## src/tsse_pkg.sv

```systemverilog
// Shared types and constants of the session engine
`default_nettype none
package tsse_pkg;
   localparam logic [1:0] CMD_OPEN = 2'd0;
   localparam logic [1:0] CMD_SEG  = 2'd1;
   localparam logic [1:0] CMD_TICK = 2'd2;
   localparam logic [1:0] KIND_SEG  = 2'd0;
   localparam logic [1:0] KIND_DATA = 2'd1;
   localparam logic [1:0] KIND_NONE = 2'd2;
   localparam logic [1:0] KIND_DONE = 2'd3;
   localparam logic [2:0] ST_CLOSED  = 3'd0;
   localparam logic [2:0] ST_LISTEN  = 3'd1;
   localparam logic [2:0] ST_SYNRCV  = 3'd2;
   localparam logic [2:0] ST_ESTAB   = 3'd3;
   localparam logic [2:0] ST_LASTACK = 3'd4;
   localparam logic [5:0] F_FIN = 6'd1;
   localparam logic [5:0] F_SYN = 6'd2;
   localparam logic [5:0] F_RST = 6'd4;
   localparam logic [5:0] F_ACK = 6'd16;
   localparam logic [1:0] REG_ISN = 2'd0;
   localparam logic [1:0] REG_WIN = 2'd1;
   localparam logic [1:0] REG_IDLE = 2'd2;
   localparam logic [1:0] REG_BUF = 2'd3;
   typedef struct packed {
      logic [1:0]  command;
      logic [31:0] src_ip;
      logic [15:0] src_port;
      logic [15:0] dst_port;
      logic [31:0] seq_in;
      logic [31:0] ack_in;
      logic [5:0]  flags_in;
      logic [15:0] window_in;
      logic [15:0] data_len_in;
      logic [6:0]  header_len;
   } req_type;
   typedef struct packed {
      logic [1:0]  kind;
      logic [2:0]  session;
      logic [5:0]  flags_out;
      logic [31:0] seq_out;
      logic [31:0] ack_out;
      logic [15:0] window_out;
      logic [31:0] remote_ip;
      logic [15:0] remote_port;
      logic [15:0] local_port;
      logic [10:0] data_offset;
      logic [10:0] data_len_out;
      logic        last_item;
   } rsp_type;
endpackage
`default_nettype wire

```

## src/tcp_server_session_engine_core.sv

```systemverilog
// Top level of the server-side TCP session engine
// Requests are handled one at a time; the next is taken only once the last
// result beat of the one before has left. The table walk covers one entry
// a cycle; a segment that falls back to a listener walks the table three
// times. Results leave at one beat per cycle unless rsp_stall holds them.
// Synchronous active-high reset closes all sessions and restores registers.
`default_nettype none
module tcp_server_session_engine_core import tsse_pkg::*; #(
   parameter int SESSIONS = 8
) (
   input  wire logic        clock,
   input  wire logic        reset,
   input  wire logic        req_valid,
   output logic             req_stall,
   input  wire logic [1:0]  req_command,
   input  wire logic [31:0] req_src_ip,
   input  wire logic [15:0] req_src_port,
   input  wire logic [15:0] req_dst_port,
   input  wire logic [31:0] req_seq_in,
   input  wire logic [31:0] req_ack_in,
   input  wire logic [5:0]  req_flags_in,
   input  wire logic [15:0] req_window_in,
   input  wire logic [15:0] req_data_len_in,
   input  wire logic [6:0]  req_header_len,
   input  wire logic        csr_we,
   input  wire logic [1:0]  csr_index,
   input  wire logic [31:0] csr_data,
   output logic             rsp_valid,
   input  wire logic        rsp_stall,
   output logic [1:0]       rsp_kind,
   output logic [2:0]       rsp_session,
   output logic [5:0]       rsp_flags_out,
   output logic [31:0]      rsp_seq_out,
   output logic [31:0]      rsp_ack_out,
   output logic [15:0]      rsp_window_out,
   output logic [31:0]      rsp_remote_ip,
   output logic [15:0]      rsp_remote_port,
   output logic [15:0]      rsp_local_port,
   output logic [10:0]      rsp_data_offset,
   output logic [10:0]      rsp_data_len_out,
   output logic             rsp_last_item
);
   req_type in_item, q_item;
   rsp_type r;
   logic    q_valid, q_take;

   assign in_item = '{req_command, req_src_ip, req_src_port, req_dst_port, req_seq_in,
      req_ack_in, req_flags_in, req_window_in, req_data_len_in, req_header_len};

   tsse_front u_front (
      .clock, .reset, .in_valid(req_valid), .in_stall(req_stall), .in_item,
      .out_valid(q_valid), .out_take(q_take), .out_item(q_item)
   );

   tsse_back #(.SESSIONS(SESSIONS)) u_back (
      .clock, .reset, .cmd_valid(q_valid), .cmd_take(q_take), .cmd_item(q_item),
      .cfg_we(csr_we), .cfg_idx(csr_index), .cfg_data(csr_data),
      .rsp_valid, .rsp_stall, .rsp_item(r)
   );

   assign rsp_kind = r.kind;
   assign rsp_session = r.session;
   assign rsp_flags_out = r.flags_out;
   assign rsp_seq_out = r.seq_out;
   assign rsp_ack_out = r.ack_out;
   assign rsp_window_out = r.window_out;
   assign rsp_remote_ip = r.remote_ip;
   assign rsp_remote_port = r.remote_port;
   assign rsp_local_port = r.local_port;
   assign rsp_data_offset = r.data_offset;
   assign rsp_data_len_out = r.data_len_out;
   assign rsp_last_item = r.last_item;
endmodule
`default_nettype wire

```

## src/tsse_front.sv

```systemverilog
// Front end: two-entry request queue between input port and session engine
`default_nettype none
module tsse_front import tsse_pkg::*; (
   input  wire logic    clock,
   input  wire logic    reset,
   input  wire logic    in_valid,
   output logic         in_stall,
   input  wire req_type in_item,
   output logic         out_valid,
   input  wire logic    out_take,
   output req_type      out_item
);
   req_type    mem_ff [2];
   logic [1:0] cnt_ff, cnt_in;
   logic       wp_ff, rp_ff;
   logic       push, pop;

   assign in_stall  = (cnt_ff == 2'd2);
   assign push      = in_valid && !in_stall;
   assign out_valid = (cnt_ff != 2'd0);
   assign pop       = out_valid && out_take;
   assign out_item  = mem_ff[rp_ff];

   // track fill level
   always_comb begin
      cnt_in = cnt_ff;
      if (push && !pop) cnt_in = cnt_ff + 2'd1;
      else if (pop && !push) cnt_in = cnt_ff - 2'd1;
   end

   always_ff @(posedge clock) begin
      if (reset) begin
         cnt_ff <= 2'd0;
         wp_ff  <= 1'b0;
         rp_ff  <= 1'b0;
      end else begin
         cnt_ff <= cnt_in;
         if (push) wp_ff <= !wp_ff;
         if (pop) rp_ff <= !rp_ff;
      end
   end

   always_ff @(posedge clock) begin
      if (push) mem_ff[wp_ff] <= in_item;
   end
endmodule
`default_nettype wire

```

## src/tsse_back.sv

```systemverilog
// Back end: session table, lookup walk, segment handling and result beats
`default_nettype none
module tsse_back import tsse_pkg::*; #(
   parameter int SESSIONS = 8
) (
   input  wire logic        clock,
   input  wire logic        reset,
   input  wire logic        cmd_valid,
   output logic             cmd_take,
   input  wire req_type     cmd_item,
   input  wire logic        cfg_we,
   input  wire logic [1:0]  cfg_idx,
   input  wire logic [31:0] cfg_data,
   output logic             rsp_valid,
   input  wire logic        rsp_stall,
   output rsp_type          rsp_item
);
   localparam int IW = (SESSIONS > 1) ? $clog2(SESSIONS) : 1;
   localparam int CW = $clog2(SESSIONS + 1);
   localparam logic [CW-1:0] LAST = CW'(SESSIONS - 1);

   localparam logic [3:0] P_IDLE = 4'd0, P_FIND = 4'd1, P_LSN = 4'd2, P_FREE = 4'd3,
      P_EXEC = 4'd4, P_EMIT = 4'd5, P_TICK = 4'd6, P_CLIP = 4'd7, P_DATA = 4'd8;

   logic [31:0] isn_ff;
   logic [15:0] lwin_ff;
   logic [7:0]  idle_ff;
   logic [10:0] bsz_ff;

   logic [2:0]  st_ff [SESSIONS];
   logic [15:0] lp_ff [SESSIONS];
   logic [15:0] rp_ff [SESSIONS];
   logic [31:0] ip_ff [SESSIONS];
   logic [31:0] sq_ff [SESSIONS];
   logic [31:0] ak_ff [SESSIONS];
   logic [15:0] rw_ff [SESSIONS];
   logic [7:0]  to_ff [SESSIONS];
   logic [31:0] la_ff [SESSIONS];
   logic        ap_ff [SESSIONS];

   logic [3:0]    ph_ff;
   logic [CW-1:0] k_ff;
   logic [IW-1:0] s_ff, fr_ff;
   logic          frf_ff;
   req_type       r_ff;
   logic [16:0]   off_ff, len_ff;
   rsp_type       q_ff [3];
   logic [1:0]    qn_ff, qr_ff;

   logic [IW-1:0] k;
   assign k = k_ff[IW-1:0];
   assign cmd_take = (ph_ff == P_IDLE) && (qn_ff == 2'd0) && cmd_valid;
   assign rsp_valid = (ph_ff == P_EMIT);
   assign rsp_item  = q_ff[qr_ff];

   function automatic rsp_type mk(input logic [1:0] kd, input logic [IW-1:0] s);
      rsp_type r;
      r = '0;
      r.kind = kd;
      r.session = 3'(s);
      return r;
   endfunction

   function automatic rsp_type fin(input logic [1:0] kd, input logic [IW-1:0] s);
      rsp_type r;
      r = mk(kd, s);
      r.last_item = 1'b1;
      return r;
   endfunction

   // segment descriptor built from a session's current fields
   function automatic rsp_type sg(input logic [IW-1:0] s, input logic [5:0] f,
         input logic [31:0] sq, input logic [31:0] ak, input logic [15:0] w,
         input logic [31:0] ip, input logic [15:0] rp, input logic [15:0] lp);
      rsp_type r;
      r = mk(KIND_SEG, s);
      r.flags_out = f;
      r.seq_out = sq;
      r.ack_out = ak;
      r.window_out = w;
      r.remote_ip = ip;
      r.remote_port = rp;
      r.local_port = lp;
      return r;
   endfunction

   logic [31:0] dup;
   logic [31:0] ssq, sak;
   logic [16:0] o1, lsum;
   assign ssq = sq_ff[s_ff];
   assign sak = ak_ff[s_ff];
   assign dup = sak - r_ff.seq_in;
   assign o1 = (off_ff > {6'd0, bsz_ff}) ? {6'd0, bsz_ff} : off_ff;
   assign lsum = o1 + len_ff;

   always_ff @(posedge clock) begin
      if (reset) begin
         isn_ff <= 32'd1234;
         lwin_ff <= 16'd8192;
         idle_ff <= 8'd10;
         bsz_ff <= 11'd1500;
         ph_ff <= P_IDLE;
         qn_ff <= 2'd0;
         qr_ff <= 2'd0;
         for (int i = 0; i < SESSIONS; i++) begin
            st_ff[i] <= ST_CLOSED; lp_ff[i] <= '0; rp_ff[i] <= '0; ip_ff[i] <= '0;
            sq_ff[i] <= '0; ak_ff[i] <= '0; rw_ff[i] <= '0; to_ff[i] <= '0;
            la_ff[i] <= '0; ap_ff[i] <= 1'b0;
         end
      end else begin
         // configuration writes
         if (cfg_we) begin
            case (cfg_idx)
               REG_ISN: isn_ff <= cfg_data;
               REG_WIN: lwin_ff <= cfg_data[15:0];
               REG_IDLE: idle_ff <= cfg_data[7:0];
               REG_BUF: bsz_ff <= cfg_data[10:0];
               default: ;
            endcase
         end
         case (ph_ff)
            P_IDLE: begin
               if (cmd_take) begin
                  r_ff <= cmd_item;
                  k_ff <= '0;
                  frf_ff <= 1'b0;
                  fr_ff <= '0;
                  qr_ff <= 2'd0;
                  case (cmd_item.command)
                     CMD_OPEN: ph_ff <= P_FREE;
                     CMD_SEG: ph_ff <= P_FIND;
                     CMD_TICK: ph_ff <= P_TICK;
                     default: begin
                        q_ff[0] <= fin(KIND_DONE, '0);
                        qn_ff <= 2'd1;
                        ph_ff <= P_EMIT;
                     end
                  endcase
               end
            end
            // walk for a free entry, then open the listener; a segment then
            // goes on with the listener it matched
            P_FREE: begin
               if (!frf_ff && st_ff[k] == ST_CLOSED) begin
                  frf_ff <= 1'b1; fr_ff <= k;
               end
               if (k_ff == LAST) begin
                  logic [IW-1:0] s;
                  s = (!frf_ff && st_ff[k] == ST_CLOSED) ? k : fr_ff;
                  lp_ff[s] <= r_ff.dst_port;
                  st_ff[s] <= ST_LISTEN;
                  rw_ff[s] <= lwin_ff;
                  to_ff[s] <= idle_ff;
                  if (r_ff.command == CMD_SEG) begin
                     ph_ff <= P_EXEC;
                  end else begin
                     q_ff[0] <= fin(KIND_DONE, s);
                     qn_ff <= 2'd1;
                     ph_ff <= P_EMIT;
                  end
               end else k_ff <= k_ff + 1'b1;
            end
            // walk for an exact session match
            P_FIND: begin
               if (st_ff[k] != ST_CLOSED && lp_ff[k] == r_ff.dst_port &&
                   rp_ff[k] == r_ff.src_port && ip_ff[k] == r_ff.src_ip) begin
                  s_ff <= k; ph_ff <= P_EXEC;
               end else if (k_ff == LAST) begin
                  k_ff <= '0; ph_ff <= P_LSN;
               end else k_ff <= k_ff + 1'b1;
            end
            // walk for a listener; also note the first free entry for its clone
            P_LSN: begin
               if (!frf_ff && st_ff[k] == ST_CLOSED) begin
                  frf_ff <= 1'b1; fr_ff <= k;
               end
               if (st_ff[k] == ST_LISTEN && lp_ff[k] == r_ff.dst_port) begin
                  rp_ff[k] <= r_ff.src_port;
                  ip_ff[k] <= r_ff.src_ip;
                  s_ff <= k;
                  k_ff <= '0;
                  frf_ff <= 1'b0;
                  ph_ff <= P_FREE;
                  r_ff.command <= CMD_SEG;
               end else if (k_ff == LAST) begin
                  q_ff[0] <= fin(KIND_NONE, '0);
                  qn_ff <= 2'd1;
                  ph_ff <= P_EMIT;
               end else k_ff <= k_ff + 1'b1;
            end
            P_EXEC: begin
               logic [IW-1:0] s;
               logic [5:0] f;
               s = s_ff;
               f = r_ff.flags_in;
               to_ff[s] <= idle_ff;
               ph_ff <= P_EMIT;
               if ((f & F_RST) != 6'd0) begin
                  st_ff[s] <= ST_CLOSED;
                  q_ff[0] <= fin(KIND_DONE, s); qn_ff <= 2'd1;
               end else begin
                  case (st_ff[s])
                     ST_LISTEN: begin
                        if (f == F_SYN) begin
                           st_ff[s] <= ST_SYNRCV;
                           sq_ff[s] <= isn_ff + 32'd1;
                           ak_ff[s] <= r_ff.seq_in + 32'd1;
                           rw_ff[s] <= r_ff.window_in;
                           q_ff[0] <= sg(s, F_SYN | F_ACK, isn_ff, r_ff.seq_in + 32'd1,
                              lwin_ff, ip_ff[s], rp_ff[s], lp_ff[s]);
                           q_ff[1] <= fin(KIND_DONE, s); qn_ff <= 2'd2;
                        end else begin
                           q_ff[0] <= fin(KIND_DONE, s); qn_ff <= 2'd1;
                        end
                     end
                     ST_SYNRCV: begin
                        if (f == F_ACK && ssq == r_ff.ack_in) begin
                           st_ff[s] <= ST_ESTAB; ap_ff[s] <= 1'b1;
                        end
                        q_ff[0] <= fin(KIND_DONE, s); qn_ff <= 2'd1;
                     end
                     ST_ESTAB: begin
                        if ((f & F_FIN) != 6'd0) begin
                           logic [31:0] na;
                           na = r_ff.seq_in + {16'd0, r_ff.data_len_in} + 32'd1;
                           ak_ff[s] <= na;
                           sq_ff[s] <= ssq + 32'd1;
                           st_ff[s] <= ST_CLOSED;
                           q_ff[0] <= sg(s, F_ACK, ssq, na, lwin_ff,
                              ip_ff[s], rp_ff[s], lp_ff[s]);
                           q_ff[1] <= sg(s, F_FIN | F_ACK, ssq, na, lwin_ff,
                              ip_ff[s], rp_ff[s], lp_ff[s]);
                           q_ff[2] <= fin(KIND_DONE, s); qn_ff <= 2'd3;
                        end else begin
                           logic [31:0] nsq;
                           nsq = ssq;
                           if ((f & F_ACK) != 6'd0) begin
                              la_ff[s] <= r_ff.ack_in;
                              nsq = r_ff.ack_in;
                              sq_ff[s] <= nsq;
                           end
                           off_ff <= {10'd0, r_ff.header_len};
                           len_ff <= {1'b0, r_ff.data_len_in};
                           if (r_ff.seq_in != sak) begin
                              if (r_ff.seq_in < sak &&
                                  dup < {16'd0, r_ff.data_len_in}) begin
                                 off_ff <= {10'd0, r_ff.header_len} + dup[16:0];
                                 len_ff <= {1'b0, r_ff.data_len_in} - dup[16:0];
                                 ph_ff <= P_CLIP;
                              end else begin
                                 q_ff[0] <= sg(s, F_ACK, nsq, sak, lwin_ff,
                                    ip_ff[s], rp_ff[s], lp_ff[s]);
                                 q_ff[1] <= fin(KIND_DONE, s); qn_ff <= 2'd2;
                              end
                           end else ph_ff <= P_CLIP;
                        end
                     end
                     ST_LASTACK: begin
                        if (r_ff.seq_in == ssq + 32'd1) begin
                           st_ff[s] <= ST_CLOSED;
                           q_ff[0] <= fin(KIND_DONE, s); qn_ff <= 2'd1;
                        end else begin
                           sq_ff[s] <= ssq + 32'd1;
                           q_ff[0] <= sg(s, F_FIN | F_ACK, ssq, sak, lwin_ff,
                              ip_ff[s], rp_ff[s], lp_ff[s]);
                           q_ff[1] <= fin(KIND_DONE, s); qn_ff <= 2'd2;
                        end
                     end
                     default: begin
                        st_ff[s] <= ST_CLOSED;
                        q_ff[0] <= fin(KIND_DONE, s); qn_ff <= 2'd1;
                     end
                  endcase
               end
            end
            // clip to buffer and advance ack; P_DATA then builds the data beat
            P_CLIP: begin
               logic [16:0] l1;
               l1 = (lsum > {6'd0, bsz_ff}) ? ({6'd0, bsz_ff} - o1) : len_ff;
               ak_ff[s_ff] <= sak + {15'd0, l1};
               ap_ff[s_ff] <= 1'b1;
               off_ff <= o1;
               len_ff <= l1;
               ph_ff <= P_DATA;
            end
            P_DATA: begin
               if (len_ff != 17'd0) begin
                  rsp_type r;
                  r = mk(KIND_DATA, s_ff);
                  r.remote_ip = ip_ff[s_ff];
                  r.remote_port = rp_ff[s_ff];
                  r.local_port = lp_ff[s_ff];
                  r.data_offset = off_ff[10:0];
                  r.data_len_out = len_ff[10:0];
                  q_ff[0] <= r;
                  q_ff[1] <= fin(KIND_DONE, s_ff); qn_ff <= 2'd2;
               end else begin
                  q_ff[0] <= fin(KIND_DONE, s_ff); qn_ff <= 2'd1;
               end
               ph_ff <= P_EMIT;
            end
            // age active sessions, one per cycle
            P_TICK: begin
               if (st_ff[k] != ST_CLOSED && st_ff[k] != ST_LISTEN) begin
                  if (to_ff[k] <= 8'd1) begin
                     to_ff[k] <= 8'd0; st_ff[k] <= ST_CLOSED;
                  end else to_ff[k] <= to_ff[k] - 8'd1;
               end
               if (k_ff == LAST) begin
                  q_ff[0] <= fin(KIND_DONE, '0); qn_ff <= 2'd1; ph_ff <= P_EMIT;
               end else k_ff <= k_ff + 1'b1;
            end
            P_EMIT: begin
               if (!rsp_stall) begin
                  if (qn_ff == 2'd1) begin
                     qn_ff <= 2'd0; ph_ff <= P_IDLE;
                  end else begin
                     qn_ff <= qn_ff - 2'd1; qr_ff <= qr_ff + 2'd1;
                  end
               end
            end
            default: ph_ff <= P_IDLE;
         endcase
      end
   end
endmodule
`default_nettype wire

```

## config.mk

```make
export PLATFORM = sky130hd
export DESIGN_NAME = tcp_server_session_engine_core
export DESIGN_NICKNAME = d
export VERILOG_FILES = /design/src/tsse_pkg.sv /design/src/tcp_server_session_engine_core.sv /design/src/tsse_front.sv /design/src/tsse_back.sv
export SDC_FILE = /design/constraint.sdc
export NUM_CORES = 2
export LEC_CHECK = 0
export BUFFER_PORTS_ARGS = -buffer_cell sky130_fd_sc_hd__buf_2
export CAP_MARGIN = 20
export CORE_ASPECT_RATIO = 2
export CORE_MARGIN = 5
export CORE_UTILIZATION = 65
export CTS_CLUSTER_DIAMETER = 150
export DETAILED_ROUTE_END_ITERATION = 10
export GPL_ROUTABILITY_DRIVEN = 0
export PLACE_DENSITY = 0.87
export SYNTH_ARGS = -nofsm -noshare
export SYNTH_HDL_FRONTEND = slang
export SYNTH_SLANG_ARGS = --single-unit
export TNS_END_PERCENT = 5
```

## constraint.sdc

```tcl
create_clock -name clock -period 40.3 [get_ports clock]
set_input_delay 6.045 -clock clock [delete_from_list [all_inputs] [get_ports clock]]
set_output_delay 6.045 -clock clock [all_outputs]
set_load 0.1 [all_outputs]
```

==> summary.md <==
| Metric | Value |
|---|---|
| Hold slack final | around 0.45 ns |
| Clock skew | 0.107 ns |
| Initial antenna violation count | 37 |
| CTS H-tree lvls | 4 |
| Commonest non-fill, non-tap cell in the layout | edfxtp_1 |
| Post_cts resized | 0 |
| Min-Delay Startpoint | u_back.q_ff[1][161] |
| LEAKAGE | between 30 and 40 nW |
| Crit path time final | around 11 ns |
| Share of layout cells above drive strength 1 | between 10% and 20% |
| Synthesized cell area | around 0.1 sq mm |
| Setup tns final | 0 ns |
| Worst Path Max Fanout | 52 |
| Switching Fraction | 32.1% |
| CP startpoint kind | primary input |
| Power Dens Cells | ~54 mW/mm^2 |
| Core ar. | 0.153 sq mm |
| Slew Limit Fails | 0 |
| Routed Antenna Nets | 0 |
| Total Routed Length | 308,000 um |
| Worst R2R Setup Slack | 29.30 ns |
| Max Cap Viol | 0 |
| Most common cell on crit path | buf_4 |
| Ports | 394 |
| Worst slew pin tran | 1.29 ns |
| Critical Path Source | reset |
| Async S/R FF share, synth | 0% |
| Vias after detailed routing | ~71,000 |
| CP peak stage delay | 0.78 ns |
| Detailed-route wire length per cell | 30.2 um |
| Initial Util | roughly two thirds |
| Unrepaired setup endpoints after global routing | false |
| Dpl ws | around 29 ns |
| Die Height | roughly 560 um |
| Rel. slew slack | between 10% and 20% |
| R2r startpoint | u_back.bsz_ff[2] |
| Drc violations | 0 |
| CP Depth | 11 |
| R2R cell count | 42 |
| Worst vdd ir | around 0.00006 V |
| Final #Nets | 8,370 |
| Cells after DPL | around 10,000 |
| Port bufs | between 300 and 400 |
| Final worst slack | between 20 and 30 ns |
| Cells after Synth | between 7,000 and 8,000 |
| CP Class | in2reg |
| CP cell instances | buf_4 > nor3_2 > and2_1 > nand2_4 > clkinv_2 > buf_4 > nor2_4 > a21boi_0 > nand2_2 > nand2_1 > buf_4 |
| Tot GR Track Use | a little under two fifths |
| # rows | 203 |
| Skew-Pair Late Insertion Delay | roughly 0.89 ns |
| Post-DP HPWL | 198,000 um |
| Fin. Hold Viols | 0 |
| Post-synth EDFFs | 1,804 |
| HP Class | reg2reg |
| Seq/Total Area, Yosys | between 50% and 60% |
| Sequential share of power | 45.1% |
| Max Fclk | approximately 88 MHz |
| Root buffer cell | clkbuf_16 |
| Mean Syn Cell Area | 12.9 sq um |
| First-pass GRT wire length | between 400,000 and 500,000 um |
| Final count of negative-setup-slack endpoints | 0 |
| Detailed Route Iter0 Violations | ~11,000 |
| Status | complete, no violations |
| TritonCTS clock tree | built |
| Synth cell types | 91 |
| Register area | 0.0589 sq mm |
| Logic pwr share | about a quarter |
| Clock Sink Count | around 2,000 |
| Global route overflow | 0 |
| Largest net degree at the start of global routing | 114 |
| Buf+Inv Stages, Crit Path | 4 |
| CTS max path bufs | 4 |
| P_int | 3.99 mW |
| Period utilization | between 20% and 30% |
| Layout area overhead | 10.1% |
| Fillers | ~9,000 |
| Clock power share | a little under a third |
| Multi-input logic area | a little under 0.04 sq mm |
| Hold Buf Count CTS | 0 |
| R2R Path End | u_back.ak_ff[4][24] |
| Slowest CP cell | nand2_2 |
| Ys flop type | edfxtp_1 |
| Vias in the first global route | between 70,000 and 80,000 |
| Commonest non-fill, non-tap cells in the layout | 1,804 x edfxtp_1, 1,056 x nor2_1, 563 x and2_1 |
| CP top delay family | simple AND/OR/NAND/NOR gates |
| CTS buffer count | 179 |
| Critical path destination | u_back.ak_ff[1][16] |
| Net Switching | roughly 1.9 mW |
| YS warnings | 0 |
| CTS clock-pin slew for the worst setup and hold paths | approximately 0.070 ns |
| Die area | about 0.16 sq mm |
| CP endpoint kind | flip-flop |
| Critical Path RT | 40.77 ns |
| Die width | 287 um |
| Post-CTS Setup Bufs | 0 |
| CP arrival | 11.84 ns |
| Layout Cells excl Fill | around 10,000 |
| Routed vias/inst | around 7 |
| Seq cells post-synth | between 2,000 and 2,500 |
| First-pass DRT Iterations | 9 |
-- flip-flops by register name, indices dropped and copies added (netlist names), 64 cells and up, named ones only --
signal and flops:
u_back.sq_ff 256, u_back.lp_ff 128, u_back.r_ff 159, u_back.rp_ff 128
u_back.ak_ff 256, u_back.ip_ff 256, u_back.to_ff 64, u_back.q_ff 325
u_front.mem_ff 318
-- worst register-to-register path: cells and delay by family (launching register included) --
| family | cells | cell delay (ns) |
|---|---|---|
| simple gates | 10 | 1.64 |
| buf+inv | 4 | 0.62 |
| mux | 2 | 0.52 |
| fa+ha+maj | 6 | 2.13 |
| flops | 1 | 0.52 |
| compound gates | 18 | 4.94 |
| xor+xnor | 2 | 0.26 |
-- cell families after synthesis --
group,share of synthesized area (%)
DFF,59.1
other,0.00376
adders and majority gates,2.20
buffers and inverters,2.41
xor gates and xnor gates,2.29
muxes,15.2
and+or+nand+nor,12.5
AOI/OAI and AO/OA,6.33
-- power by group through the flow --
stage	clock [mW]	sequential, mW	combinational, mW
after floorplan	0	2.64	1.05
after global placement	0	2.67	1.35
after detailed placement	0	2.69	1.38
after CTS	1.78	2.65	1.40
after global routing	1.88	2.66	1.49
final	1.79	2.65	1.43
-- metal layers --
metal / vias to the layer above / track usage [%] / wire [um]
met5: - / 0 / 48
met1: 33732 / 39.7 / 89100
met2: 6159 / 61.7 / 148000
met3: 1886 / 10.2 / 37300
met4: 8 / 31.9 / 33900
li1: 29074 / - / -
-- through the flow --
step	power, mW	instance area [sq um]	util [%]
after floorplan	3.69	99700	-
after global placement	4.02	104000	67.8
after detailed placement	4.07	104000	67.8
after CTS	5.83	110000	71.8
after global routing	6.03	110000	71.8
final	5.88	110000	71.9
-- Yosys cell counts, types with 33 or more instances --
master    number  area (sq um)
nand2_1      470          1760
mux2_2       218          2450
nor2_1      1064          3990
nor4_1        45           282
o21ai_0      241          1210
a21o_1        66           495
a21oi_1      336          1680
inv_1        158           593
xor2_1        84           736
buf_1         61           229
clkbuf_1     305          1140
and2_1       563          3520
nand4_1       33           206
edfxtp_1    1804         54200
and3_1        54           338
nor3_1        99           495
mux2i_1      418          4180
o211ai_1      39           293
nand2b_1      35           219
buf_2         54           270
nand3_1       93           465
xnor2_1      177          1550
mux4_2       375          8450
dfxtp_1      235          4700
ha_1         164          2050
nor2b_1       75           469
-- final cells by class --
class                           instances  area share, %
Clock buffer                          228           4.45
Inverter                              159          0.545
Clock inverter                         95           1.05
Timing Repair Buffer                  510           2.67
Sequential cell                      2039           53.7
Tap cell                             2050           2.34
Antenna cell                           27         0.0616
Multi-Input combinational cell       5096           35.2
-- worst min-delay path by stage --
| stage | to | slack [ns] | depth (start not counted) |
|---|---|---|---|
| 2_1_floorplan | u_back.q_ff[1][123] | 0.42 | 2 |
| 3_3_place_gp | u_back.q_ff[1][161] | 0.43 | 2 |
| 3_5_place_dp | u_back.q_ff[1][106] | 0.44 | 2 |
| 4_1_cts | u_back.q_ff[1][106] | 0.45 | 2 |
| 5_1_grt | u_back.q_ff[1][106] | 0.47 | 2 |
| 6_report | u_back.q_ff[1][161] | 0.45 | 2 |
(Power assumes the default switching activity.)
